`src/rtl/ata_pkg.sv`:
```
`timescale 1ns / 1ps
// shared types and constants for the accelerometer tilt-angle block
// no dependencies; used by every module of the block

package ata_pkg;

	localparam int AXIS_W    = 16;  // raw axis width
	localparam int ANG_W     = 17;  // output angle width, degrees * 256
	localparam int VEC_W     = 28;  // cordic vector width, counts * 256 plus growth
	localparam int ACC_W     = 27;  // angle accumulator width, degrees * 65536
	localparam int TABLE_LEN = 24;
	localparam int ADDR_W    = 3;
	localparam int DATA_W    = 32;

	// register index, taken from paddr[2]
	localparam logic REG_SENSOR_PRESENT = 1'b0;

	localparam logic signed [ACC_W-1:0] DEG180_Q16 = ACC_W'(180 * 65536);
	localparam logic signed [ANG_W-1:0] OUT_LIMIT  = ANG_W'(46080);

	// atan(2^-i) in degrees * 65536
	localparam logic signed [ACC_W-1:0] ATAN_Q16 [TABLE_LEN] = '{
		ACC_W'(2949120), ACC_W'(1740967), ACC_W'(919879), ACC_W'(466945),
		ACC_W'(234379),  ACC_W'(117304),  ACC_W'(58666),  ACC_W'(29335),
		ACC_W'(14668),   ACC_W'(7334),    ACC_W'(3667),   ACC_W'(1833),
		ACC_W'(917),     ACC_W'(458),     ACC_W'(229),    ACC_W'(115),
		ACC_W'(57),      ACC_W'(29),      ACC_W'(14),     ACC_W'(7),
		ACC_W'(4),       ACC_W'(2),       ACC_W'(1),      ACC_W'(0)
	};

	// what one lane hands to the merging stage
	typedef struct packed {
		logic signed [ACC_W-1:0] acc;
		logic                    num_zero;
		logic                    den_neg;
	} lane_res_t;

endpackage

```
`src/rtl/ata_lane.sv`:
```
`timescale 1ns / 1ps
// one atan2 lane: quadrant correction stage and an unrolled vectoring cordic
// depends on ata_pkg; stage loads come from the pipeline control in the top level

module ata_lane #(
	parameter int ITER = 16
) (
	input  logic                                clk,
	input  logic signed [ata_pkg::AXIS_W-1:0]   num,
	input  logic signed [ata_pkg::AXIS_W-1:0]   den,
	input  logic [ITER:0]                       ld,
	output ata_pkg::lane_res_t                  res
);
	import ata_pkg::*;

	logic signed [VEC_W-1:0] num_w, den_w, x_in, y_in;
	logic signed [ACC_W-1:0] acc_in;

	logic signed [VEC_W-1:0] x_sn   [ITER+1];
	logic signed [VEC_W-1:0] y_sn   [ITER+1];
	logic signed [ACC_W-1:0] acc_sn [ITER+1];
	logic                    zero_sn [ITER+1];
	logic                    dneg_sn [ITER+1];

	always_comb begin
		num_w  = {{(VEC_W-AXIS_W-8){num[AXIS_W-1]}}, num, 8'b0};
		den_w  = {{(VEC_W-AXIS_W-8){den[AXIS_W-1]}}, den, 8'b0};
		x_in   = den_w;
		y_in   = num_w;
		acc_in = '0;
		// left half-plane: rotate by 180 degrees first
		if (den[AXIS_W-1]) begin
			x_in   = -den_w;
			y_in   = -num_w;
			acc_in = num[AXIS_W-1] ? -DEG180_Q16 : DEG180_Q16;
		end
	end

	always_ff @(posedge clk) begin
		if (ld[0]) begin
			x_sn[0]    <= x_in;
			y_sn[0]    <= y_in;
			acc_sn[0]  <= acc_in;
			zero_sn[0] <= (num == '0);
			dneg_sn[0] <= den[AXIS_W-1];
		end
	end

	for (genvar j = 0; j < ITER; j++) begin : g_iter
		always_ff @(posedge clk) begin
			if (ld[j+1]) begin
				if (!y_sn[j][VEC_W-1]) begin
					x_sn[j+1]   <= x_sn[j] + (y_sn[j] >>> j);
					y_sn[j+1]   <= y_sn[j] - (x_sn[j] >>> j);
					acc_sn[j+1] <= acc_sn[j] + ATAN_Q16[j];
				end else begin
					x_sn[j+1]   <= x_sn[j] - (y_sn[j] >>> j);
					y_sn[j+1]   <= y_sn[j] + (x_sn[j] >>> j);
					acc_sn[j+1] <= acc_sn[j] - ATAN_Q16[j];
				end
				zero_sn[j+1] <= zero_sn[j];
				dneg_sn[j+1] <= dneg_sn[j];
			end
		end
	end

	assign res.acc      = acc_sn[ITER];
	assign res.num_zero = zero_sn[ITER];
	assign res.den_neg  = dneg_sn[ITER];

endmodule

```
`config.mk`:
```
export PLATFORM = sky130hd
export DESIGN_NAME = ata_lane
export DESIGN_NICKNAME = d
export VERILOG_FILES = /design/src/rtl/ata_pkg.sv /design/src/rtl/ata_lane.sv
export SDC_FILE = /design/constraint.sdc
export NUM_CORES = 2
export LEC_CHECK = 0
export BUFFER_PORTS_ARGS = -buffer_cell sky130_fd_sc_hd__buf_2
export CORE_UTILIZATION = 37
export CTS_CLUSTER_SIZE = 16
export DETAILED_ROUTE_END_ITERATION = 8
export HOLD_SLACK_MARGIN = 0.15
export SYNTH_ARGS = -nofsm -noshare
export SYNTH_HDL_FRONTEND = slang
export SYNTH_SLANG_ARGS = --single-unit
export TNS_END_PERCENT = 20
```
`constraint.sdc`:
```
create_clock -name clk -period 10.9 [get_ports clk]
set_clock_uncertainty 0.1 [all_clocks]
set_input_delay 1.635 -clock clk [delete_from_list [all_inputs] [get_ports clk]]
set_output_delay 1.635 -clock clk [all_outputs]
set_load 0.05 [all_outputs]
```
==> flow_summary.ini <==
[clock_tree]
cts_hold_buf = 0
cts_sinks = 1185
cts.repair.resized = 0
cts_max_path_buffers = 4
path_clk_slew_ns = 0.06
cts-root-buf = clkbuf_16
htreeDepth = 4
cts_made_buffers = 154
cts_setup_buffers = 0
clock_latency_ns = 0.84
cts_tree = yes

[cells_and_area]
drive_gt1_share_pct = 4.082
fin_area_um2 = 107400
most-common-layout-cells = 1185 x edfxtp_1, 1170 x ha_1, 961 x a21oi_1, 931 x xnor2_1, 768 x nor2_1
syn_to_final_growth_pct = 9.591
nets = 11500
layout.cells.most_common = edfxtp_1

[synth]
synth_cell_type_count = 93
synth_area_um2 = 97980
ys_seq_elements = 1185
avgSynthCellArea_um2 = 9.660
yosysSeqAreaShare_pct = 36.32
synth_edf_count = 1185
synthArstFlopShare_pct = 0
syn_inst = 10140
synth-warning-count = 0
synthFlopType = edfxtp_1

[worst_hold_path]
min_path_cells = 0
min_path_type = flip-flop to flip-flop
min-delay-start = dneg_sn[0][6]

[die]
ioPinCount = 79
fp.dieH_um = 516.6
start_util_pct = 37.29
fp.coreArea_um2 = 262700
dieArea_um2 = 266900
die_width_um = 516.6
rows = 188

[grt]
grt_use_met2_pct = 32.52
antenna_found_initial = 6
grt_pass1_wl_um = 394500
overflow = 0
busiest_layer = met2
grt_pass1_vias = 74250
use_met1_pct = 22.47
met3_usage_pct = 1.706
grtUsageTotal_pct = 18.08
grt_max_degree = 76

[flow_run]
timing.max_cap.violations = 0

[drt]
post_drt_wl_per_cell_um = 17.81
dr.first_iter.drc_count = 4981
postRouteAntennaNets = 0
totalWireLength_um = 247200
route.detailed.drc = 0
firstDrtPassIters = 6
num_vias = 76150
routed_via_density = 5.486

[worst_setup_path]
cp-end-kind = flip-flop
critPathMaxFanout = 21
rr_worst_depth = 17
r2r_slack_ns = 4.85
cp_data_required_time_ns = 11.36
worstSetupStartpointType = primary input
regToRegStartpoint = y_sn[12][27]
arrival_ns = 6.98
crit_type = primary input to flip-flop
crit_start = ld[13]

[sta]
tns_ns = 0
rsz0062_at_grt = no
setup_viol = 0
hold_viol = 0
max_slew.worst_pin.slew_ns = 1.385
finalMaxSlewViolations = 0
hold-worst-slack_ns = 0.3164
max_freq_mhz = 153.5
slew_headroom_pct = 6.485
timing.final.crit_share_pct = 59.77
min_period_ns = 6.515

[place]
hpwl_um = 196400
placed_cell_area_um2 = 102500
io_buffers = 77
gp_congestion = 0.9390

[outcome]
outcome = finished, final reports clean
-- per-layer routing --
metal	part of all wire, %	routed length (µm)
met3	3.5	8593
met4	3.2	7871
met5	0.0032	8
met2	49	122100
met1	44	108600
-- worst max-delay path, cell delays in order --
cell and delay, ns:
buf_4 0.17, nand2_1 0.24, buf_4 0.33, clkinv_1 0.70, buf_4 0.48, a21oi_1 0.17
xnor2_1 0.14, ha_1 0.31, and3_1 0.24, and3_1 0.19, a41oi_1 0.24, o2111a_1 0.35
nor4_1 0.09, or3_1 0.42, a31o_2 0.31, a2111oi_1 0.62, nor2_1 0.14, xor2_1 0.17
-- final timing paths --
check,to
max,x_sn[13][25]
max reg2reg,x_sn[13][25]
min reg2reg,dneg_sn[0][7]
min,dneg_sn[0][7]
-- cells in the mapped netlist (49+ instances only) --
cell	count	area share, %
xnor2_1	931	8.3
clkbuf_1	147	0.56
nand2b_1	175	1.1
a21o_1	388	3.0
nand3_1	163	0.83
edfxtp_1	1185	36
o21bai_1	125	0.96
nor3_1	224	1.1
o21ai_0	515	2.6
nor2b_1	151	0.96
o41ai_1	71	0.63
o21a_1	133	1.0
o31ai_1	120	0.92
nor4_1	69	0.44
o21ai_1	151	0.77
or3_1	90	0.57
inv_1	449	1.7
a211oi_1	84	0.64
a21oi_1	961	4.9
a31oi_1	95	0.61
ha_1	1170	15
o211ai_1	49	0.38
nand4_1	85	0.54
nand2_1	628	2.4
nor2_1	768	2.9
and3_1	83	0.53
xor2_1	485	4.3
-- layout make-up --
| type | instances | area, µm² |
|---|---|---|
| antenna | 3 | 7.507 |
| clock buffer | 168 | 3949 |
| clock inverter | 101 | 945.9 |
| fill | 25350 | 155400 |
| inverter | 460 | 1727 |
| multi-input combinational | 8328 | 60030 |
| sequential | 1185 | 35580 |
| tap | 3515 | 4398 |
| timing repair buffer | 121 | 743.2 |
-- cells by family (layout without fill, tap and decap cells) --
group | Yosys count | count (layout) | share of synthesized area [%]
and+or+nand+nor | 2645 | 2645 | 13.09
xor gates and xnor gates | 1416 | 1416 | 12.66
DFF | 1185 | 1185 | 36.32
buffers and inverters | 634 | 850 | 2.443
other | 1 | 8 | 0.003827
AOI/OAI and AO/OA | 3005 | 3005 | 19.29
adders and majority gates | 1204 | 1204 | 15.64
muxes | 53 | 53 | 0.5683
-- state kept, by name, indices dropped and copies added, names as in the netlist --
register  count
acc_sn      389
y_sn        391
zero_sn      17
x_sn        372
dneg_sn      16
-- through the flow --
stage | utilization, % | cells | setup WS [ns]
floorplan | - | 10150 | 4.998
global placement | 39.00 | 13610 | 3.621
detailed placement | 39.00 | 13610 | 3.594
CTS | 40.87 | 13880 | 4.484
global route | 40.87 | 13880 | 4.018
finish | 40.87 | 13880 | 4.385
Power is not shown: default switching activity piles up to over one toggle a cycle in this logic, so the estimate is an artifact.
