==> config.mk <==
export PLATFORM = sky130hd
export DESIGN_NAME = ata_merge
export DESIGN_NICKNAME = d
export VERILOG_FILES = /design/src/rtl/ata_pkg.sv /design/src/rtl/ata_merge.sv
export SDC_FILE = /design/constraint.sdc
export NUM_CORES = 1
export LEC_CHECK = 0
export BUFFER_PORTS_ARGS = -buffer_cell sky130_fd_sc_hd__buf_2
export CORE_UTILIZATION = 51
export DETAILED_ROUTE_END_ITERATION = 6
export HOLD_SLACK_MARGIN = 0.05
export PLACE_DENSITY = 0.81
export SYNTH_ARGS = -nofsm -noshare
export SYNTH_HDL_FRONTEND = slang
export SYNTH_SLANG_ARGS = --single-unit
==> constraint.sdc <==
create_clock -name clk -period 2.7 [get_ports clk]
set_input_delay 0.27 -clock clk [delete_from_list [all_inputs] [get_ports clk]]
set_output_delay 0.27 -clock clk [all_outputs]
set_load 0.05 [all_outputs]
==> src/rtl/ata_pkg.sv <==
`timescale 1ns / 1ps
// shared types and constants for the accelerometer tilt-angle block
// no dependencies; used by every module of the block

package ata_pkg;

	localparam int AXIS_W    = 16;  // raw axis width
	localparam int ANG_W     = 17;  // output angle width, degrees * 256
	localparam int VEC_W     = 28;  // cordic vector width, counts * 256 plus growth
	localparam int ACC_W     = 27;  // angle accumulator width, degrees * 65536
	localparam int TABLE_LEN = 24;
	localparam int ADDR_W    = 3;
	localparam int DATA_W    = 32;

	// register index, taken from paddr[2]
	localparam logic REG_SENSOR_PRESENT = 1'b0;

	localparam logic signed [ACC_W-1:0] DEG180_Q16 = ACC_W'(180 * 65536);
	localparam logic signed [ANG_W-1:0] OUT_LIMIT  = ANG_W'(46080);

	// atan(2^-i) in degrees * 65536
	localparam logic signed [ACC_W-1:0] ATAN_Q16 [TABLE_LEN] = '{
		ACC_W'(2949120), ACC_W'(1740967), ACC_W'(919879), ACC_W'(466945),
		ACC_W'(234379),  ACC_W'(117304),  ACC_W'(58666),  ACC_W'(29335),
		ACC_W'(14668),   ACC_W'(7334),    ACC_W'(3667),   ACC_W'(1833),
		ACC_W'(917),     ACC_W'(458),     ACC_W'(229),    ACC_W'(115),
		ACC_W'(57),      ACC_W'(29),      ACC_W'(14),     ACC_W'(7),
		ACC_W'(4),       ACC_W'(2),       ACC_W'(1),      ACC_W'(0)
	};

	// what one lane hands to the merging stage
	typedef struct packed {
		logic signed [ACC_W-1:0] acc;
		logic                    num_zero;
		logic                    den_neg;
	} lane_res_t;

endpackage

==> src/rtl/ata_merge.sv <==
`timescale 1ns / 1ps
// merging stage: rounds and clamps both lane angles and forms the output register
// depends on ata_pkg and on the lane result struct

module ata_merge (
	input  logic                              clk,
	input  logic                              ld,
	input  logic                              nodev,
	input  ata_pkg::lane_res_t                roll_res,
	input  ata_pkg::lane_res_t                pitch_res,
	output logic signed [ata_pkg::ANG_W-1:0]  roll_angle,
	output logic signed [ata_pkg::ANG_W-1:0]  pitch_angle,
	output logic                              status
);
	import ata_pkg::*;

	logic signed [ANG_W-1:0] roll_q, pitch_q;
	logic                    status_q;

	function automatic logic signed [ANG_W-1:0] finish(lane_res_t r);
		logic signed [ACC_W-1:0]   rnd;
		logic signed [ACC_W-9:0]   sh;
		logic signed [ANG_W-1:0]   o;
		rnd = r.acc + ACC_W'(128);
		sh  = rnd[ACC_W-1:8];
		if (sh > (ACC_W-8)'(OUT_LIMIT)) begin
			o = OUT_LIMIT;
		end else if (sh < -(ACC_W-8)'(OUT_LIMIT)) begin
			o = -OUT_LIMIT;
		end else begin
			o = sh[ANG_W-1:0];
		end
		// zero numerator: exact 0 or +180 depending on the denominator sign
		if (r.num_zero) begin
			o = r.den_neg ? OUT_LIMIT : '0;
		end
		return o;
	endfunction

	always_ff @(posedge clk) begin
		if (ld) begin
			roll_q   <= nodev ? '0 : finish(roll_res);
			pitch_q  <= nodev ? '0 : finish(pitch_res);
			status_q <= nodev;
		end
	end

	assign roll_angle  = roll_q;
	assign pitch_angle = pitch_q;
	assign status      = status_q;

endmodule

==> qor.tcl, run 1 <==
set qor(result_of_the_run) {finished, final reports clean}
set qor(drt_first_iter_violations) 260
set qor(synth_compound_gate_area_share) 0.170
set qor(number_of_flops_mapped_to_enable_cells_by_yosys) 35
set qor(worst-endpoint-arrival_ns) 2.54
set qor(worst_setup_path_end_kind) {register}
set qor(cp_max_fo) 12
set qor(path_class_of_the_lowest_slack_min_delay_path) {primary input to register}
set qor(core-area_mm2) 0.00551
set qor(clockRootBuffer) {sky130_fd_sc_hd__clkbuf_8}
set qor(mappedNetlistNets) 378
set qor(grt_first_pass_wirelength_um) 12400
set qor(predominant_post_synthesis_flop_cell) {sky130_fd_sc_hd__edfxtp_1}
set qor(nFillCells) 456
set qor(htree_levels) 2
set qor(timing.fmax_mhz) 403
set qor(slew_headroom) 0.478
set qor(final_setup_violation_count) 0
set qor(power_density_mw_per_mm2) 412
set qor(post_synth_mux_area_share) 0.00691
set qor(tightest_slew_ns) 0.783
set qor(die-width_um) 77.4
set qor(cts_hold_buf) 0
set qor(period_needed_ns) 2.48
set qor(fin_hold_viols) 0
set qor(die_y_um) 77.4
set qor(antenna_found_initial) 0
set qor(hpwl_um) 5880
set qor(mappedNetlistArea_mm2) 0.00290
set qor(dp_worst_setup_slack_ns) 0.0111
set qor(fin_total_pwr_mw) 1.48
set qor(syn_avg_cell_area_um2) 9.20
set qor(grt_setup_unrepaired) {false}
set qor(core.rowCount) 27
set qor(gpl.final_weighted_congestion) 0.913
set qor(final_common_cell) {sky130_fd_sc_hd__buf_2}
set qor(number_of_maximum_capacitance_violations) 0
set qor(setup.worst_path.start_class) {primary input}
set qor(cp.required_ns) 2.76
set qor(synth.yosys.seq_area_share) 0.363
set qor(area_of_the_multi_input_gates_mm2) 0.00166
set qor(synthesis_stage_register_bit_count) 35
set qor(post-route-worst-setup-slack_ns) 0.217
set qor(maximum_number_of_pins_on_one_net_before_global_route_repair) 36
set qor(io-pin-count) 96
set qor(cts_buffers) 5
set qor(timing.final.max_slew_violations) 0
set qor(yosys.area_share.adder) 0.00864
set qor(cts.reportedPaths.clkPinSlew_ns) 0.07
set qor(post-route-util) 0.652
set qor(initial_utilization) 0.526
set qor(vdd.ir_drop.worst_v) 0.000295
set qor(grt_pass1_vias) 2639
set qor(cts_repair_resize_count) 0
set qor(fin_area_mm2) 0.00359
set qor(most-common-layout-cells) {sky130_fd_sc_hd__buf_2, sky130_fd_sc_hd__edfxtp_1, sky130_fd_sc_hd__buf_4}
set qor(leakage_nw) 1.33
set qor(dieArea_mm2) 0.00598
set qor(ratio_of_cells_with_drive_above_1_in_the_final_layout) 0.332
set qor(totalWireLength_um) 7420
set qor(track_usage) 0.262
set qor(route.detailed.drc) 0
set qor(synth.distinct_cells) 65
set qor(drt_pass1_iterations) 5
set qor(area_growth_syn_to_layout_pct) 24.0
set qor(final_antenna_net_count) 0
set qor(cts_tree) {yes}
set qor(ys_async_rst_share) 0
set qor(detail_route.vias_per_cell) 5.86
set qor(main_combinational_cell_family_by_area_after_synthesis) {simple AND/OR/NAND/NOR gates}
set qor(crit_type) {primary input to register}
set qor(post-cts-setup-buffers) 0
set qor(grt_overflow_total) 0
set qor(clock-sinks) 35
set qor(register_area_mm2) 0.00105
set qor(final.period_utilization) 0.919
set qor(place.port_buffers) 81
set qor(post_placement_cell_area_mm2) 0.00351
set qor(fin_nets) 475
set qor(yosys.area_share.xor_xnor) 0.103
set qor(synthSimpleGateAreaFrac) 0.283
set qor(via_count) 2843
set qor(drt-wirelength-per-cell_um) 15.3
set qor(finalSetupTns_ns) 0
set qor(postSynthCellCount) 315
set qor(synth_warnings) 0
set qor(maximum_clock_insertion_buffer_count) 2
set qor(num_antenna_cells) 0
[cell type report]
| type | instances | area share |
|---|---|---|
| multi-input cells | 245 | 0.461 |
| clock inverters | 2 | 0.00209 |
| well taps | 72 | 0.0251 |
| inverters | 9 | 0.00940 |
| repair buffers | 116 | 0.189 |
| clock buffers | 6 | 0.0202 |
| flip-flops and latches | 35 | 0.293 |
[report_power, final]
group          switching (mW)  internal, mW  leakage [nW]
clock                   0.174         0.176        0.0403
sequential             0.0116         0.643         0.335
combinational           0.326         0.149         0.958
total                   0.512         0.967          1.33
[stage by stage]
| step | instances | hold WS (ns) |
|---|---|---|
| floorplan | 315 | 0.369 |
| global placement | 477 | 0.592 |
| detailed placement | 477 | 0.589 |
| CTS | 485 | 0.286 |
| global route | 485 | 0.306 |
| finish | 485 | 0.290 |
[logic make-up after synthesis]
group	Yosys count
AND/OR/NAND/NOR	146
AO/OA/AOI/OAI	63
multiplexers	2
flip-flops	35
adder cells (fa/ha/maj)	2
buffers and inverters	35
XOR/XNOR	32
[critical path, cell delays in order]
cell and delay, ns:
sky130_fd_sc_hd__buf_2 0.11, sky130_fd_sc_hd__ha_1 0.21, sky130_fd_sc_hd__and4_1 0.25, sky130_fd_sc_hd__buf_4 0.17, sky130_fd_sc_hd__nand2_1 0.11, sky130_fd_sc_hd__a21oi_1 0.06, sky130_fd_sc_hd__a221o_1 0.32, sky130_fd_sc_hd__nor4_1 0.31
sky130_fd_sc_hd__o21ai_1 0.16, sky130_fd_sc_hd__buf_4 0.21, sky130_fd_sc_hd__nor4_1 0.38
[sequential cells by signal, indices dropped and copies added (netlist names)]
signal and count:
pitch_angle 17, roll_angle 17, status 1
[worst paths after layout]
check | from | end | slack, ns | depth (start not counted)
max | roll_res[9] | roll_angle[3] | 0.22 | 11
min | roll_res[1] | roll_angle[16] | 0.29 | 2
[routing by layer]
layer	GRT usage	routed length [µm]
met1	0.333	3240
met2	0.438	3530
met3	0.0447	480
met4	0.109	163
met5	0	0
[cell usage after synthesis (3+ instances only)]
| cell type | n | area [µm²] |
|---|---|---|
| sky130_fd_sc_hd__nor3_1 | 23 | 115 |
| sky130_fd_sc_hd__a211oi_1 | 4 | 30.0 |
| sky130_fd_sc_hd__o211ai_1 | 3 | 22.5 |
| sky130_fd_sc_hd__xnor2_1 | 23 | 201 |
| sky130_fd_sc_hd__o21ai_0 | 10 | 50.1 |
| sky130_fd_sc_hd__buf_2 | 12 | 60.1 |
| sky130_fd_sc_hd__inv_1 | 9 | 33.8 |
| sky130_fd_sc_hd__nand4_1 | 11 | 68.8 |
| sky130_fd_sc_hd__nand2b_1 | 3 | 18.8 |
| sky130_fd_sc_hd__and4_1 | 3 | 26.3 |
| sky130_fd_sc_hd__a211o_1 | 4 | 35.0 |
| sky130_fd_sc_hd__buf_4 | 7 | 52.6 |
| sky130_fd_sc_hd__nand2_1 | 30 | 113 |
| sky130_fd_sc_hd__nor3_2 | 5 | 50.1 |
| sky130_fd_sc_hd__a21o_1 | 4 | 30.0 |
| sky130_fd_sc_hd__edfxtp_1 | 35 | 1050 |
| sky130_fd_sc_hd__nand3_1 | 12 | 60.1 |
| sky130_fd_sc_hd__a21oi_1 | 8 | 40.0 |
| sky130_fd_sc_hd__nor4_1 | 16 | 100 |
| sky130_fd_sc_hd__and3_1 | 4 | 25.0 |
| sky130_fd_sc_hd__nor3b_1 | 3 | 22.5 |
| sky130_fd_sc_hd__clkbuf_1 | 3 | 11.3 |
| sky130_fd_sc_hd__nor2_1 | 19 | 71.3 |
| sky130_fd_sc_hd__or3_1 | 3 | 18.8 |
| sky130_fd_sc_hd__a31oi_1 | 3 | 18.8 |
| sky130_fd_sc_hd__o21a_1 | 3 | 22.5 |
| sky130_fd_sc_hd__xor2_1 | 8 | 70.1 |
Power figures use the tool's default switching activity.
==> inputs of run 2 (changes only) <==
CORE_UTILIZATION = 55   (was 51)
PLACE_DENSITY = 0.86   (was 0.81)
clock period = 3.09 ns   (was 2.7 ns; I/O delays follow)
==> run 2 against run 1 <==
  * Count of clock-buffer cells in the layout did not move
  * Utilization up 1.1 points
  * Die area is 7.1% lower
  * Critical path depth shrank 2
  * Sequential cell count did not move
  * Sequential share of layout area rose by 2.0 points
  * Global-route usage is 2.0 points lower
==> qor.tcl, run 2 (synthesis gave the netlist of run 1 again) <==
set qor(grt_first_pass_wirelength_um) 10300 ;# was 12400 µm
set qor(cts_buffers) 5 ;# unchanged
set qor(fin_hold_viols) 0 ;# unchanged
set qor(htree_levels) 2 ;# unchanged
set qor(worst_setup_path_end_kind) {register} ;# unchanged
set qor(number_of_maximum_capacitance_violations) 0 ;# unchanged
set qor(detail_route.vias_per_cell) 5.85 ;# was 5.86
set qor(maximum_clock_insertion_buffer_count) 2 ;# unchanged
set qor(num_antenna_cells) 0 ;# unchanged
set qor(most-common-layout-cells) {sky130_fd_sc_hd__buf_2, sky130_fd_sc_hd__edfxtp_1, sky130_fd_sc_hd__nand2_1} ;# was sky130_fd_sc_hd__buf_2, sky130_fd_sc_hd__edfxtp_1, sky130_fd_sc_hd__buf_4
set qor(worst_path_max_delay_cell) {sky130_fd_sc_hd__nor4_1} ;# unchanged
set qor(drt_first_iter_violations) 173 ;# was 260
set qor(vdd.ir_drop.worst_v) 0.000234 ;# was 0.000295 V
set qor(core.rowCount) 26 ;# was 27
set qor(power_density_mw_per_mm2) 370 ;# was 412 mW/mm²
set qor(ratio_of_cells_with_drive_above_1_in_the_final_layout) 0.283 ;# was 0.332
set qor(grt_overflow_total) 0 ;# unchanged
set qor(clock-sinks) 35 ;# unchanged
set qor(area_growth_syn_to_layout_pct) 16.2 ;# was 24.0%
set qor(cts_repair_resize_count) 0 ;# unchanged
set qor(cts.reportedPaths.clkPinSlew_ns) 0.06 ;# was 0.07 ns
set qor(track_usage) 0.241 ;# was 0.262
set qor(worst-endpoint-arrival_ns) 2.70 ;# was 2.54 ns
set qor(via_count) 2662 ;# was 2843
set qor(core-area_mm2) 0.00507 ;# was 0.00551 mm²
set qor(initial_utilization) 0.571 ;# was 0.526
set qor(final.period_utilization) 0.871
set qor(io-pin-count) 96 ;# unchanged
set qor(dieArea_mm2) 0.00556 ;# was 0.00598 mm²
set qor(hpwl_um) 5030 ;# was 5880 µm
set qor(critical-path-max-stage-delay_ns) 0.44 ;# was 0.38 ns
set qor(tightest_slew_ns) 0.704 ;# was 0.783 ns
set qor(period_needed_ns) 2.69
set qor(cts_hold_buf) 0 ;# unchanged
set qor(antenna_found_initial) 0 ;# unchanged
set qor(grt_setup_unrepaired) {false} ;# unchanged
set qor(slew_headroom) 0.531 ;# was 0.478
set qor(cp_max_fo) 13 ;# was 12
set qor(maximum_number_of_pins_on_one_net_before_global_route_repair) 36 ;# unchanged
set qor(final_common_cell) {sky130_fd_sc_hd__buf_2} ;# unchanged
set qor(post-cts-setup-buffers) 0 ;# unchanged
set qor(min_to) {roll_angle[16]} ;# unchanged
set qor(place.port_buffers) 81 ;# unchanged
set qor(drt-wirelength-per-cell_um) 14.1 ;# was 15.3 µm
set qor(timing.fmax_mhz) 371
set qor(timing.final.max_slew_violations) 0 ;# unchanged
set qor(grt_pass1_vias) 2181 ;# was 2639
set qor(final_setup_violation_count) 0 ;# unchanged
set qor(drt_pass1_iterations) 5 ;# unchanged
set qor(fin_nets) 447 ;# was 475
set qor(route.detailed.drc) 0 ;# unchanged
set qor(totalWireLength_um) 6410 ;# was 7420 µm
set qor(fin_total_pwr_mw) 1.25 ;# was 1.48 mW
set qor(hold-path-cell-count) 2 ;# unchanged
set qor(die_y_um) 74.6 ;# was 77.4 µm
set qor(gpl.final_weighted_congestion) 0.963 ;# was 0.913
set qor(setup.worst_path.start_class) {primary input} ;# unchanged
set qor(die-width_um) 74.6 ;# was 77.4 µm
set qor(crit_type) {primary input to register} ;# unchanged
set qor(clockRootBuffer) {sky130_fd_sc_hd__clkbuf_8} ;# unchanged
set qor(worstHoldStart) {roll_res[1]} ;# unchanged
set qor(leakage_nw) 1.19 ;# was 1.33 nW
set qor(finalSetupTns_ns) 0 ;# unchanged
set qor(list_of_cells_traversed_by_the_critical_path) {buf_2 -> ha_1 -> nand4_1 -> nor4_1 -> xnor2_1 -> o2111ai_1 -> a211o_1 -> nand2_1 -> o21ai_0} ;# was buf_2 -> ha_1 -> and4_1 -> buf_4 -> nand2_1 -> a21oi_1 -> a221o_1 -> nor4_1 -> o21ai_1 -> buf_4 -> nor4_1
set qor(cp.required_ns) 3.09 ;# was 2.76 ns
set qor(cts_tree) {yes} ;# unchanged
set qor(path_class_of_the_lowest_slack_min_delay_path) {primary input to register} ;# unchanged
set qor(result_of_the_run) {finished, final reports clean} ;# unchanged
set qor(final_antenna_net_count) 0 ;# unchanged
set qor(finalNonFillerCells) 455 ;# was 485
set qor(place_inst) 447 ;# was 477
[run 2: critical path: cells and delay by family]
kind / cells / cell delay (ns)
AND/OR/NAND/NOR: 3 / 1.09
XOR/XNOR: 1 / 0.22
AO/OA/AOI/OAI: 3 / 0.70
buffers and inverters: 1 / 0.12
adder cells (fa/ha/maj): 1 / 0.25
[run 2: final cells by class]
| class | count | area (µm²) |
|---|---|---|
| timing repair buffer | 88 | 458 |
| clock inverter | 2 | 7.51 |
| fill | 433 | 1710 |
| tap | 70 | 87.6 |
| clock buffer | 6 | 72.6 |
| inverter | 9 | 33.8 |
| sequential | 35 | 1050 |
| multi-input combinational | 245 | 1660 |
[run 2: report_power, final]
| part | total [mW] | leakage, nW | internal [mW] | switching [mW] |
|---|---|---|---|---|
| clock | 0.292 | 0.0403 | 0.153 | 0.139 |
| combinational | 0.385 | 0.819 | 0.109 | 0.276 |
| sequential | 0.569 | 0.335 | 0.562 | 0.00755 |
| total | 1.25 | 1.19 | 0.824 | 0.423 |
[run 2: worst max path at each step]
stage / startpoint / endpoint / slack, ns / cells past startpoint
finish: pitch_res[9] / pitch_angle[12] / 0.40 / 9
global route: pitch_res[9] / pitch_angle[12] / 0.25 / 9
CTS: pitch_res[9] / pitch_angle[12] / 0.43 / 9
detailed placement: pitch_res[9] / pitch_angle[12] / 0.15 / 9
global placement: pitch_res[9] / pitch_angle[12] / 0.24 / 9
floorplan: roll_res[9] / roll_angle[12] / 0.52 / 9
[run 2: metrics by stage]
| step | setup WS [ns] | utilization | hold WS [ns] | area [µm²] |
|---|---|---|---|---|
| floorplan | 0.518 | - | 0.408 | 2900 |
| global placement | 0.240 | 0.648 | 0.632 | 3290 |
| detailed placement | 0.145 | 0.648 | 0.634 | 3290 |
| CTS | 0.428 | 0.663 | 0.340 | 3370 |
| global route | 0.250 | 0.663 | 0.362 | 3370 |
| finish | 0.398 | 0.663 | 0.346 | 3370 |
[run 2: per-layer routing]
metal | global-route usage | wire (µm)
met1 | 0.368 | 3090
met2 | 0.351 | 2840
met3 | 0.0230 | 392
met4 | 0.0943 | 96
met5 | 0 | 0
==> inputs of run 3 (changes only) <==
clock period = 3.2 ns   (was 3.09 ns; I/O delays follow)
==> run 3 against run 2 <==
  * Sequential share of layout area increased by 0.093 points
  * Utilization decreased by 0.20 points
  * Cell count decreased by 0.44%
  * Setup slack gained 0.094 ns
  * First-iteration DRC count increased by 24%
  * Die area stayed put
  * Via count is 0.83% higher
  * Count of clock-buffer cells in the layout down 1
  * Worst hold slack improved by 0.013 ns
  * Sequential power down 4%
  * Critical path type unchanged
  * Largest power group unchanged
==> qor.tcl, run 3 (synthesis gave the netlist of run 1 again) <==
set qor(result_of_the_run) {finished, final reports clean} ;# unchanged
set qor(final_antenna_net_count) 0 ;# unchanged
set qor(grt_first_pass_wirelength_um) 10500 ;# was 10300 µm
set qor(detail_route.vias_per_cell) 5.92 ;# was 5.85
set qor(core.rowCount) 26 ;# unchanged
set qor(setup.worst_path.start_class) {primary input} ;# unchanged
set qor(grt_setup_unrepaired) {false} ;# unchanged
set qor(number_of_maximum_capacitance_violations) 0 ;# unchanged
set qor(final.period_utilization) 0.846
set qor(timing.final.max_slew_violations) 0 ;# unchanged
set qor(route.detailed.drc) 0 ;# unchanged
set qor(worst_setup_path_end_kind) {register} ;# unchanged
set qor(gpl.final_weighted_congestion) 0.970 ;# was 0.963
set qor(track_usage) 0.248 ;# was 0.241
set qor(post-route-worst-setup-slack_ns) 0.492 ;# was 0.398 ns
set qor(cts_buffers) 5 ;# unchanged
set qor(timing.fmax_mhz) 369
set qor(fin_total_pwr_mw) 1.21 ;# was 1.25 mW
set qor(tightest_slew_ns) 0.713 ;# was 0.704 ns
set qor(power_density_mw_per_mm2) 360 ;# was 370 mW/mm²
set qor(finalSetupTns_ns) 0 ;# unchanged
set qor(cp_max_fo) 13 ;# unchanged
set qor(maximum_clock_insertion_buffer_count) 2 ;# unchanged
set qor(cts_hold_buf) 0 ;# unchanged
set qor(place_inst) 446 ;# was 447
set qor(cts_repair_resize_count) 0 ;# unchanged
set qor(hpwl_um) 5020 ;# was 5030 µm
set qor(period_needed_ns) 2.71
set qor(antenna_found_initial) 0 ;# unchanged
set qor(worstHoldStart) {roll_res[1]} ;# unchanged
set qor(most-common-layout-cells) {sky130_fd_sc_hd__buf_2, sky130_fd_sc_hd__edfxtp_1, sky130_fd_sc_hd__nand2_1} ;# unchanged
set qor(drt_pass1_iterations) 5 ;# unchanged
set qor(final_common_cell) {sky130_fd_sc_hd__buf_2} ;# unchanged
set qor(die_y_um) 74.6 ;# unchanged
set qor(area_growth_syn_to_layout_pct) 15.9 ;# was 16.2%
set qor(worst-endpoint-arrival_ns) 2.72 ;# was 2.70 ns
set qor(path_class_of_the_lowest_slack_min_delay_path) {primary input to register} ;# unchanged
set qor(min_to) {roll_angle[16]} ;# unchanged
set qor(nFillCells) 442 ;# was 433
set qor(dieArea_mm2) 0.00556 ;# unchanged
set qor(leakage_nw) 1.19 ;# about the same
set qor(drt_first_iter_violations) 214 ;# was 173
set qor(fin_hold_viols) 0 ;# unchanged
set qor(hold-path-cell-count) 2 ;# unchanged
set qor(cts_tree) {yes} ;# unchanged
set qor(maximum_number_of_pins_on_one_net_before_global_route_repair) 36 ;# unchanged
set qor(clock-sinks) 35 ;# unchanged
set qor(core-area_mm2) 0.00507 ;# unchanged
set qor(post-cts-setup-buffers) 0 ;# unchanged
set qor(grt_pass1_vias) 2257 ;# was 2181
set qor(initial_utilization) 0.571 ;# unchanged
set qor(io-pin-count) 96 ;# unchanged
set qor(final_setup_violation_count) 0 ;# unchanged
set qor(slew_headroom) 0.524 ;# was 0.531
set qor(crit_type) {primary input to register} ;# unchanged
set qor(finalNonFillerCells) 453 ;# was 455
set qor(num_antenna_cells) 0 ;# unchanged
set qor(via_count) 2684 ;# was 2662
set qor(dp_worst_setup_slack_ns) 0.284 ;# was 0.145 ns
set qor(clockRootBuffer) {sky130_fd_sc_hd__clkbuf_8} ;# unchanged
set qor(cp.required_ns) 3.21 ;# was 3.09 ns
set qor(fin_nets) 446 ;# was 447
set qor(htree_levels) 2 ;# unchanged
set qor(place.port_buffers) 81 ;# unchanged
set qor(cts.reportedPaths.clkPinSlew_ns) 0.07 ;# was 0.06 ns
set qor(drt-wirelength-per-cell_um) 14.5 ;# was 14.1 µm
set qor(vdd.ir_drop.worst_v) 0.000275 ;# was 0.000234 V
set qor(totalWireLength_um) 6580 ;# was 6410 µm
set qor(grt_overflow_total) 0 ;# unchanged
set qor(ratio_of_cells_with_drive_above_1_in_the_final_layout) 0.285 ;# was 0.283
set qor(die-width_um) 74.6 ;# unchanged
run 3: changes by cell type in the layout (fill, tap and decap cells not counted):
cell                       previous run  this run
sky130_fd_sc_hd__buf_4                7         6
sky130_fd_sc_hd__clkbuf_1             1         0
sky130_fd_sc_hd__clkinv_1             2         1
sky130_fd_sc_hd__clkinv_2             0         1
run 3: metal layers:
metal	vias up	part of all wire	track usage
li1	1336	-	-
met1	1215	0.47	0.363
met2	120	0.45	0.369
met3	13	0.059	0.0325
met4	0	0.018	0.103
met5	-	0	0
run 3: worst max-delay path by stage:
stage	start	to	slack, ns	cells past startpoint
after global placement	roll_res[9]	roll_angle[11]	0.33	10
final	pitch_res[9]	pitch_angle[12]	0.49	9
after CTS	pitch_res[9]	pitch_angle[12]	0.54	9
after detailed placement	pitch_res[9]	pitch_angle[12]	0.28	9
after floorplan	roll_res[9]	roll_angle[12]	0.62	9
after global routing	roll_res[9]	roll_angle[8]	0.31	11
run 3: metrics by stage:
step | hold WS [ns] | cell area [µm²] | utilization
6_report | 0.359 | 3360 | 0.661
3_5_place_dp | 0.643 | 3280 | 0.646
2_1_floorplan | 0.419 | 2900 | -
5_1_grt | 0.365 | 3360 | 0.661
4_1_cts | 0.352 | 3360 | 0.661
3_3_place_gp | 0.642 | 3280 | 0.646
run 3: report_power, final:
group,internal (mW),total (mW),leakage (nW),switching [mW]
registers,0.542,0.549,0.335,0.00685
clock network,0.144,0.288,0.0414,0.143
logic,0.105,0.373,0.814,0.268
run 3: worst max-delay path: stages:
cell and delay, ns:
sky130_fd_sc_hd__buf_2 0.12, sky130_fd_sc_hd__ha_1 0.25, sky130_fd_sc_hd__nand4_1 0.28, sky130_fd_sc_hd__nor4_1 0.42, sky130_fd_sc_hd__xnor2_1 0.23, sky130_fd_sc_hd__o2111ai_1 0.17
sky130_fd_sc_hd__a211o_1 0.36, sky130_fd_sc_hd__nand2_1 0.38, sky130_fd_sc_hd__o21ai_0 0.19
run 3: area by class of cell:
| type | instances | area [µm²] | share of cell area |
|---|---|---|---|
| sequential | 35 | 1050 | 0.313 |
| tap | 70 | 87.6 | 0.0261 |
| inverter | 9 | 33.8 | 0.0101 |
| clock inverter | 2 | 8.76 | 0.00261 |
| clock buffer | 5 | 68.8 | 0.0205 |
| timing repair buffer | 87 | 450 | 0.134 |
| multi-input combinational | 245 | 1660 | 0.493 |
